===== src/hdl/rthbp_pkg.sv =====
// rthbp_pkg: shared types and constants for the rgb to bitplane packer
// no dependencies; imported by rthbp_luma, rthbp_pack and the top level

package rthbp_pkg;

    // frame geometry
    localparam int unsigned FRAME_WIDTH  = 512;
    localparam int unsigned FRAME_HEIGHT = 384;
    localparam int unsigned COL_W        = 9;
    localparam int unsigned LINE_W       = 9;

    localparam logic [COL_W-1:0]  LAST_COL  = COL_W'(FRAME_WIDTH - 1);
    localparam logic [LINE_W-1:0] LAST_LINE = LINE_W'(FRAME_HEIGHT - 1);

    // luma weights, sum is scaled by 100
    localparam int unsigned   SUM_W     = 15;
    localparam logic [SUM_W-1:0] COEF_RED   = 15'd30;
    localparam logic [SUM_W-1:0] COEF_GREEN = 15'd59;
    localparam logic [SUM_W-1:0] COEF_BLUE  = 15'd11;
    localparam logic [SUM_W-1:0] LUMA_SCALE = 15'd100;

    // white when sum >= 100 * (threshold + 1); reset threshold is 127
    localparam logic [7:0]       THRESHOLD_RESET = 8'd127;
    localparam logic [SUM_W-1:0] LIMIT_RESET     = 15'd12800;

    // pixel position within the frame
    typedef struct packed {
        logic [COL_W-1:0]  col;
        logic [LINE_W-1:0] line;
    } pix_pos_t;

endpackage


===== src/hdl/rthbp_luma.sv =====
// rthbp_luma: weighted luma sum and threshold compare for one pixel
// depends on rthbp_pkg

module rthbp_luma
    import rthbp_pkg::*;
(
    input  logic [7:0]       red,
    input  logic [7:0]       green,
    input  logic [7:0]       blue,
    input  logic [SUM_W-1:0] limit,
    output logic             white
);

    logic [SUM_W-1:0] luma_sum;

    // floor(sum / 100) > t is the same as sum >= 100 * (t + 1)
    always_comb
    begin
        luma_sum = SUM_W'(red)   * COEF_RED
                 + SUM_W'(green) * COEF_GREEN
                 + SUM_W'(blue)  * COEF_BLUE;
        white    = (luma_sum >= limit);
    end

endmodule


===== src/hdl/rthbp_pack.sv =====
// rthbp_pack: bit shifter, screen address and result register
// depends on rthbp_pkg

module rthbp_pack
    import rthbp_pkg::*;
(
    input  logic        clk,
    input  logic        rst_n,
    input  logic        fire,
    input  logic        white,
    input  pix_pos_t    pos,
    output logic        can_take,
    output logic        out_valid,
    input  logic        out_ready,
    output logic [7:0]  screen_byte,
    output logic [1:0]  page,
    output logic [12:0] page_offset,
    output logic        frame_end
);

    logic [6:0]  pending_reg;
    logic [6:0]  pending_next;
    logic        out_valid_reg;
    logic        out_valid_next;
    logic [7:0]  byte_reg;
    logic [1:0]  page_reg;
    logic [12:0] offset_reg;
    logic        end_reg;

    logic        boundary;
    logic        emit;
    logic [7:0]  row;
    logic [1:0]  page_calc;
    logic [12:0] offset_calc;
    logic        end_calc;

    // eighth pixel of a byte produces an item
    always_comb
    begin
        boundary = (pos.col[2:0] == 3'b111);
        can_take = !boundary || !out_valid_reg || out_ready;
        emit     = fire && boundary;
    end

    // interleaved layout: third, scanline in char row, char row, column pair
    always_comb
    begin
        row         = pos.line[8:1];
        page_calc   = {pos.line[0], pos.col[3]};
        offset_calc = {row[7:6], row[2:0], row[5:3], pos.col[8:4]};
        end_calc    = (pos.line == LAST_LINE) && (pos.col == LAST_COL);
    end

    // last seven white bits
    always_comb
    begin
        pending_next = fire ? {pending_reg[5:0], white} : pending_reg;
    end

    // result valid flag
    always_comb
    begin
        if (emit)
            out_valid_next = 1'b1;
        else if (out_ready)
            out_valid_next = 1'b0;
        else
            out_valid_next = out_valid_reg;
    end

    always_ff @(posedge clk or negedge rst_n)
    begin
        if (!rst_n)
        begin
            pending_reg   <= '0;
            out_valid_reg <= 1'b0;
        end
        else
        begin
            pending_reg   <= pending_next;
            out_valid_reg <= out_valid_next;
        end
    end

    // result payload
    always_ff @(posedge clk)
    begin
        if (emit)
        begin
            byte_reg   <= {pending_reg, white};
            page_reg   <= page_calc;
            offset_reg <= offset_calc;
            end_reg    <= end_calc;
        end
    end

    assign out_valid   = out_valid_reg;
    assign screen_byte = byte_reg;
    assign page        = page_reg;
    assign page_offset = offset_reg;
    assign frame_end   = end_reg;

endmodule


===== src/hdl/rgb_to_hires_bitplane_packer.sv =====
// rgb_to_hires_bitplane_packer: top level, thresholds rgb pixels and packs bitplane bytes
// an accepted pixel is held in the pixel register, then moves on to the result register
// throughput: one pixel per cycle unless the pixel register stalls; one result item per eight pixels
// the pixel register stalls only when a byte is due and the result is still held
// reset (async, active low): counters, valid flags and shift bits clear, threshold returns to 127
// depends on rthbp_pkg, rthbp_luma, rthbp_pack

module rgb_to_hires_bitplane_packer
    import rthbp_pkg::*;
(
    input  logic        clk,
    input  logic        rst_n,
    input  logic        cfg_wr_en,
    input  logic [7:0]  cfg_wr_data,
    input  logic        in_valid,
    output logic        in_ready,
    input  logic [7:0]  red,
    input  logic [7:0]  green,
    input  logic [7:0]  blue,
    output logic        out_valid,
    input  logic        out_ready,
    output logic [7:0]  screen_byte,
    output logic [1:0]  page,
    output logic [12:0] page_offset,
    output logic        frame_end
);

    logic [SUM_W-1:0]  limit_reg;
    logic [SUM_W-1:0]  limit_next;
    logic [COL_W-1:0]  col_reg;
    logic [COL_W-1:0]  col_next;
    logic [LINE_W-1:0] line_reg;
    logic [LINE_W-1:0] line_next;
    logic              a_valid_reg;
    logic              a_valid_next;
    logic [7:0]        red_reg;
    logic [7:0]        green_reg;
    logic [7:0]        blue_reg;
    pix_pos_t          pos_reg;

    logic              in_accept;
    logic              a_fire;
    logic              can_take;
    logic              white;

    // handshake on the pixel register
    always_comb
    begin
        a_fire    = a_valid_reg && can_take;
        in_ready  = !a_valid_reg || a_fire;
        in_accept = in_valid && in_ready;
    end

    // threshold kept as the scaled compare limit
    always_comb
    begin
        limit_next = limit_reg;
        if (cfg_wr_en)
            limit_next = SUM_W'(cfg_wr_data) * LUMA_SCALE + LUMA_SCALE;
    end

    // raster position counters
    always_comb
    begin
        col_next  = col_reg;
        line_next = line_reg;
        if (in_accept)
        begin
            col_next = col_reg + 1'b1;
            if (col_reg == LAST_COL)
                line_next = (line_reg == LAST_LINE) ? '0 : line_reg + 1'b1;
        end
    end

    // pixel register occupancy
    always_comb
    begin
        if (in_accept)
            a_valid_next = 1'b1;
        else if (a_fire)
            a_valid_next = 1'b0;
        else
            a_valid_next = a_valid_reg;
    end

    always_ff @(posedge clk or negedge rst_n)
    begin
        if (!rst_n)
        begin
            limit_reg   <= LIMIT_RESET;
            col_reg     <= '0;
            line_reg    <= '0;
            a_valid_reg <= 1'b0;
        end
        else
        begin
            limit_reg   <= limit_next;
            col_reg     <= col_next;
            line_reg    <= line_next;
            a_valid_reg <= a_valid_next;
        end
    end

    // pixel payload
    always_ff @(posedge clk)
    begin
        if (in_accept)
        begin
            red_reg      <= red;
            green_reg    <= green;
            blue_reg     <= blue;
            pos_reg.col  <= col_reg;
            pos_reg.line <= line_reg;
        end
    end

    rthbp_luma u_luma (
        .red   (red_reg),
        .green (green_reg),
        .blue  (blue_reg),
        .limit (limit_reg),
        .white (white)
    );

    rthbp_pack u_pack (
        .clk         (clk),
        .rst_n       (rst_n),
        .fire        (a_fire),
        .white       (white),
        .pos         (pos_reg),
        .can_take    (can_take),
        .out_valid   (out_valid),
        .out_ready   (out_ready),
        .screen_byte (screen_byte),
        .page        (page),
        .page_offset (page_offset),
        .frame_end   (frame_end)
    );

endmodule


===== config.mk =====
export PLATFORM = sky130hd
export DESIGN_NAME = rgb_to_hires_bitplane_packer
export DESIGN_NICKNAME = d
export VERILOG_FILES = /design/src/hdl/rthbp_pkg.sv /design/src/hdl/rthbp_luma.sv /design/src/hdl/rthbp_pack.sv /design/src/hdl/rgb_to_hires_bitplane_packer.sv
export SDC_FILE = /design/constraint.sdc
export NUM_CORES = 1
export LEC_CHECK = 0
export ABC_CLOCK_PERIOD_IN_PS = 8450
export BUFFER_PORTS_ARGS = -buffer_cell sky130_fd_sc_hd__buf_4
export CAP_MARGIN = 25
export CORE_MARGIN = 2
export CORE_UTILIZATION = 61
export CTS_CLUSTER_DIAMETER = 150
export CTS_CLUSTER_SIZE = 30
export DETAILED_ROUTE_END_ITERATION = 6
export GPL_ROUTABILITY_DRIVEN = 0
export GPL_TIMING_DRIVEN = 0
export PLACE_DENSITY_LB_ADDON = 0.1
export RECOVER_POWER = 25
export SYNTH_ARGS = -nofsm -noshare
export SYNTH_HDL_FRONTEND = slang
export SYNTH_HIERARCHICAL = 1
export SYNTH_SLANG_ARGS = --single-unit

===== constraint.sdc =====
create_clock -name clk -period 8.45 [get_ports clk]
set_clock_uncertainty 0.15 [all_clocks]
set_input_delay 1.2675 -clock clk [delete_from_list [all_inputs] [get_ports clk]]
set_output_delay 1.2675 -clock clk [all_outputs]
set_load 0.01 [all_outputs]

==> Yosys cells after proc, flatten, opt, wreduce, memory -nomap -nowiden <==
Index checks and enable logic that the tools add are counted.
{ "word_totals": {"inputBits": 37, "ff_bits": 108, "out_inout_bits": 26} }
{ "classes": {"multipliers": 4, "add_sub_neg": 5, "eq_ne": 5, "mux": 5, "n_reduce_logical": 13, "n_lt_le_gt_ge": 1} }
{ "ops": {"columns": ["operator", "count"], "rows": [
  ["$eq 9x9->1 const B", 4],
  ["$mul 8x4->12 const B", 2],
  ["$add 9x1->9 const B", 2],
  ["$add 13x14->15", 1],
  ["$add 15x12->15", 1],
  ["$add 15x7->15 const B", 1],
  ["$ge 15x15->1", 1],
  ["$mul 8x6->14 const B", 1],
  ["$mul 8x5->13 const B", 1],
  ["$mux 9", 1],
  ["$logic_and 1x1->1", 4],
  ["$mux 1", 4],
  ["$reduce_bool 2->1", 2],
  ["$eq 3x3->1 const B", 1],
  ["$logic_not 1->1", 3],
  ["$logic_or 1x1->1", 3],
  ["$reduce_and 2->1", 1]
]} }

==> Depth between registers and ports, before layout <==
{ "depth": {"ltp_word": 8, "mapped_depth": 27} }

==> Hierarchy <==
Netlist, hierarchy kept.
{ "modules_own_cells": {"columns": ["mod", "n_inst", "area_each_um2", "seq_area_each_um2", "cells_each"], "rows": [
  ["rgb_to_hires_bitplane_packer", 1, 3474.6, 2065.7, 262],
  ["rthbp_luma", 1, 3407.0, 0.0, 367],
  ["rthbp_pack", 1, 1078.5, 920.9, 51]
]} }

==> Worst setup path before layout <==
Ideal clock, no wire load.
{ "synth_timing": {"path_kind": "reg-to-reg", "from": "reg red_reg[3]", "to": "reg u_pack.pending_reg[0]", "required_time_ns": 8.175, "path_stages_with_launch": 26, "setup_ns": 0.125, "setup_slack_ns": 2.199, "arrival_time_ns": 5.976, "period_less_slack_ns": 6.251, "path_cell_list": "edfxtp_1 fa_1 fa_1 ha_1 and3_1 a221oi_2 o21ai_2 nand2_1 xnor2_1 ha_1 inv_1 fa_1 fa_1 inv_1 ha_1 a21oi_1 nor2b_1 o21ai_0 o31a_1 and3_1 ha_1 a21o_1 a21o_1 a21oi_1 o211ai_1 mux2_2"} }
{ "synth_via": {"elab_chain_len": 4} }
{ "synth_lines": {"columns": ["element", "line_no", "text"], "rows": [
  ["start: declaration", "rgb_to_hires_bitplane_packer.sv:36", "logic [7:0] red_reg;"],
  ["start signal: assignment", "rgb_to_hires_bitplane_packer.sv:109", "red_reg <= red;"],
  ["$mul 8x4->12", "rthbp_luma.sv:19", "luma_sum = SUM_W'(red) * COEF_RED"],
  ["$add 13x14->15", "rthbp_luma.sv:20", "+ SUM_W'(green) * COEF_GREEN"],
  ["$add 15x12->15", "rthbp_luma.sv:21", "+ SUM_W'(blue) * COEF_BLUE;"],
  ["$ge 15x15->1", "rthbp_luma.sv:22", "white = (luma_sum >= limit);"],
  ["via white", "rgb_to_hires_bitplane_packer.sv:44", "logic white;"],
  ["end signal: assignment", "rthbp_pack.sv:80", "pending_reg <= pending_next;"],
  ["end: declaration", "rthbp_pack.sv:21", "logic [6:0] pending_reg;"]
]} }
The timed path passes the listed nets, and every way through them passes these cells.
A chain may end at the register's enable or synchronous reset.

==> Worst setup path in the final report <==
{ "layout_timing": {"from": "reg red_reg[0]", "to": "reg u_pack.pending_reg[0]"} }
Same word-level chain as after synthesis.

==> summary.txt <==
Worst setup path
  – Most frequent CP cell: fa_1
  – Arrival time at the worst endpoint: 6.92 ns
  – Setup CP Type: flop to flop
  – Reg-to-reg startpoint: red_reg[0]
  – Crit-path cells: fa_1, fa_1, fa_1, a21oi_1, nor2b_1, nor2_1, xnor2_1, fa_1, inv_1, fa_1, fa_1, inv_1, ha_1, a21oi_1, o21ai_0, a31o_2, a21oi_1, xnor2_1, ha_1, a21o_1, a21o_1, a21oi_1, o211ai_1, mux2_2
  – Buffer and inverter count on the worst path: 2
  – CP required: 8.54 ns
  – Critical Path Source Type: flop
  – WP depth: 24
  – Reg2reg end: u_pack/pending_reg[0]
  – Slowest stage cell, crit path: fa_1
  – Reg-to-reg slack, setup: 1.62 ns
  – Kind of cell adding the most delay to the critical path: adder cells
  – CP endpoint kind: flop
  – Setup crit end: u_pack/pending_reg[0]
  – Largest stage delay, worst path: 0.62 ns
  – R2R depth: 24
  – Crit Path Max Fanout: 5
  – Worst setup path start: red_reg[0]

STA
  – F_max: 146 MHz
  – Slew @ Worst Pin: 0.598 ns
  – RSZ-0062 raised after global routing: no
  – Min Clock Period, post-route: 6.83 ns
  – Endpoints failing setup: 0
  – Setup TNS: 0 ns
  – Final Hold Viols: 0
  – Rel. slew slack: 59.9%
  – Tcrit/Tclk final: 80.8%
  – Slew Viols, Final: 0

Floorplan
  – Die H: 118 um
  – Site row count: 41
  – Die ar.: 14000 um^2
  – Starting Density: 62.8%
  – Die extent in x: 118 um
  – CORE AREA: 12700 um^2
  – Boundary Pins: 63

Logic synthesis
  – Main synth FF type: edfxtp_1
  – Yosys cell types: 59
  – Area contributors post-synth: edfxtp_1, ha_1, fa_1
  – Yosys warns: 6
  – Syn_area_per_cell: 11.7 um^2
  – Yosys top cell by area: edfxtp_1
  – Yosys reg bits: 106
  – Seq/Total Area, Yosys: 37.5%
  – Yosys top cell area share: 24.9%
  – Post-synth EDFFs: 66
  – Post-Synthesis Cells: 680
  – Cell Area, Synth: 7960 um^2
  – Ys async rst share: 37.7%

CTS
  – Clock latency at the later pin of the worst-skew pair: 0.35 ns
  – H-tree levels: 3
  – CTS Root Cell: clkbuf_16
  – Clock slew at reported path FFs: 0.08 ns
  – Total CTS buffers: 9
  – Post_cts resized: 0
  – Post-CTS Setup Bufs: 0
  – Clock Sink Count: 106
  – Hold buffer count at CTS: 0
  – CTS tree: yes
  – CTS Buffer Depth: 2

Final layout
  – P&R area growth vs syn: 13.0%
  – # diodes: 0
  – Max reg flops: 18
  – Most common cell after layout, fill and taps aside: inv_1
  – Layout cells sized above 1: 15.0%
  – Final net count: 969
  – Finished Layout Cells: 933
  – Most frequent cells in the layout: inv_1, ha_1, fa_1

Route
  – DRC violations left: 0
  – TritonRoute pass-1 iters: 4
  – Wire length per cell: 15.2 um
  – Number of DRC markers in iteration 0: 201
  – Total number of vias: 5048
  – Final WL: 14.2 mm
  – Post-route ant nets: 0
  – DR vias/cell: 5.41

Placement
  – Post-Place Cells: 916
  – Dpl hpwl: 11.3 mm
  – Buffers on Ports: 62

Global route
  – Gr ovfl total: 0
  – Initial antenna violation count: 0
  – Vias in the first global route: 5323
  – Pin count of the biggest net entering global routing: 41
  – First-pass GRT wire length: 24.6 mm
  – All-layer global routing usage: 22.1%

Status
  – Status: finished, final reports clean

Run
  – Number of max-cap violations: 0

Pwr
  – P_leak: 4.27 nW
  – Pwr Density: 429 nW/um^2
  – Worst VDD drop: 0.391 mV

Min path
  – Worst Hold Class: flop to flop
[routing by layer]
metal / share of wire (%) / wire (um) / GRT usage, % / up-vias
met5: 0 / 0 / 0 / -
met4: 3.0 / 429 / 8.06 / 0
met3: 3.6 / 514 / 4.58 / 28
met2: 51 / 7230 / 38.2 / 98
met1: 42 / 6040 / 27.4 / 2459
li1: - / - / - / 2463
[area by class of cell]
cell class	instances	area, um^2
inverters	121	454
fillers	912	3680
clock buffers	9	225
clock inverters	7	93.8
flip-flops and latches	106	2990
multi-input cells	449	4480
well taps	172	215
repair buffers	64	500
plain buffers	5	40.0
[cell families after synthesis]
family | count (synthesis) | share of synthesized area [%]
buffers and inverters | 126 | 6.19
xor gates and xnor gates | 42 | 4.72
DFF | 106 | 37.5
adders and majority gates | 176 | 34.0
muxes | 15 | 2.11
AOI/OAI and AO/OA | 86 | 7.34
and+or+nand+nor | 128 | 8.09
other | 1 | 0.0471
[Yosys cell counts, types with 5 or more instances]
master and count:
nand3_1 13, fa_1 67, mux2_2 14, a21o_1 11, dfrtp_1 37, and3_1 5
a21oi_1 28, inv_1 121, edfxtp_1 66, xor2_1 15, o21ai_0 13, nand2_1 31
nand2b_1 9, nor2_1 33, nand4_1 7, xnor2_1 26, ha_1 109, nor3_1 7
[metrics by stage]
step / worst slack [ns] / utilization [%] / total power, mW / cell area (um^2) / hold slack [ns]
finish: 1.62 / 71.0 / 3.86 / 8990 / 0.298
CTS: 1.61 / 70.9 / 3.90 / 8980 / 0.295
detailed placement: 1.68 / 68.4 / 3.42 / 8670 / 0.275
global placement: 1.76 / 68.2 / 3.34 / 8640 / 0.277
global route: 1.26 / 71.0 / 4.30 / 8990 / 0.317
floorplan: 2.20 / - / 2.88 / 7960 / 0.267
[where the power goes]
group / switching, mW / internal (mW)
Clock: 0.214 / 0.217
Combinational: 1.45 / 1.25
Sequential: 0.0667 / 0.662
Total: 1.73 / 2.13
[worst min path at each step]
stage,start,to,slack (ns),depth (start not counted)
floorplan,pos_reg[7],u_pack/page_offset[11],0.27,0
global placement,pos_reg[7],u_pack/page_offset[11],0.28,0
detailed placement,pos_reg[7],u_pack/page_offset[11],0.27,0
CTS,pos_reg[7],u_pack/page_offset[11],0.30,0
global route,u_pack/pending_reg[6],u_pack/screen_byte[7],0.32,0
finish,pos_reg[7],u_pack/page_offset[11],0.30,0
No activity file was read; power rests on OpenSTA's default activity.
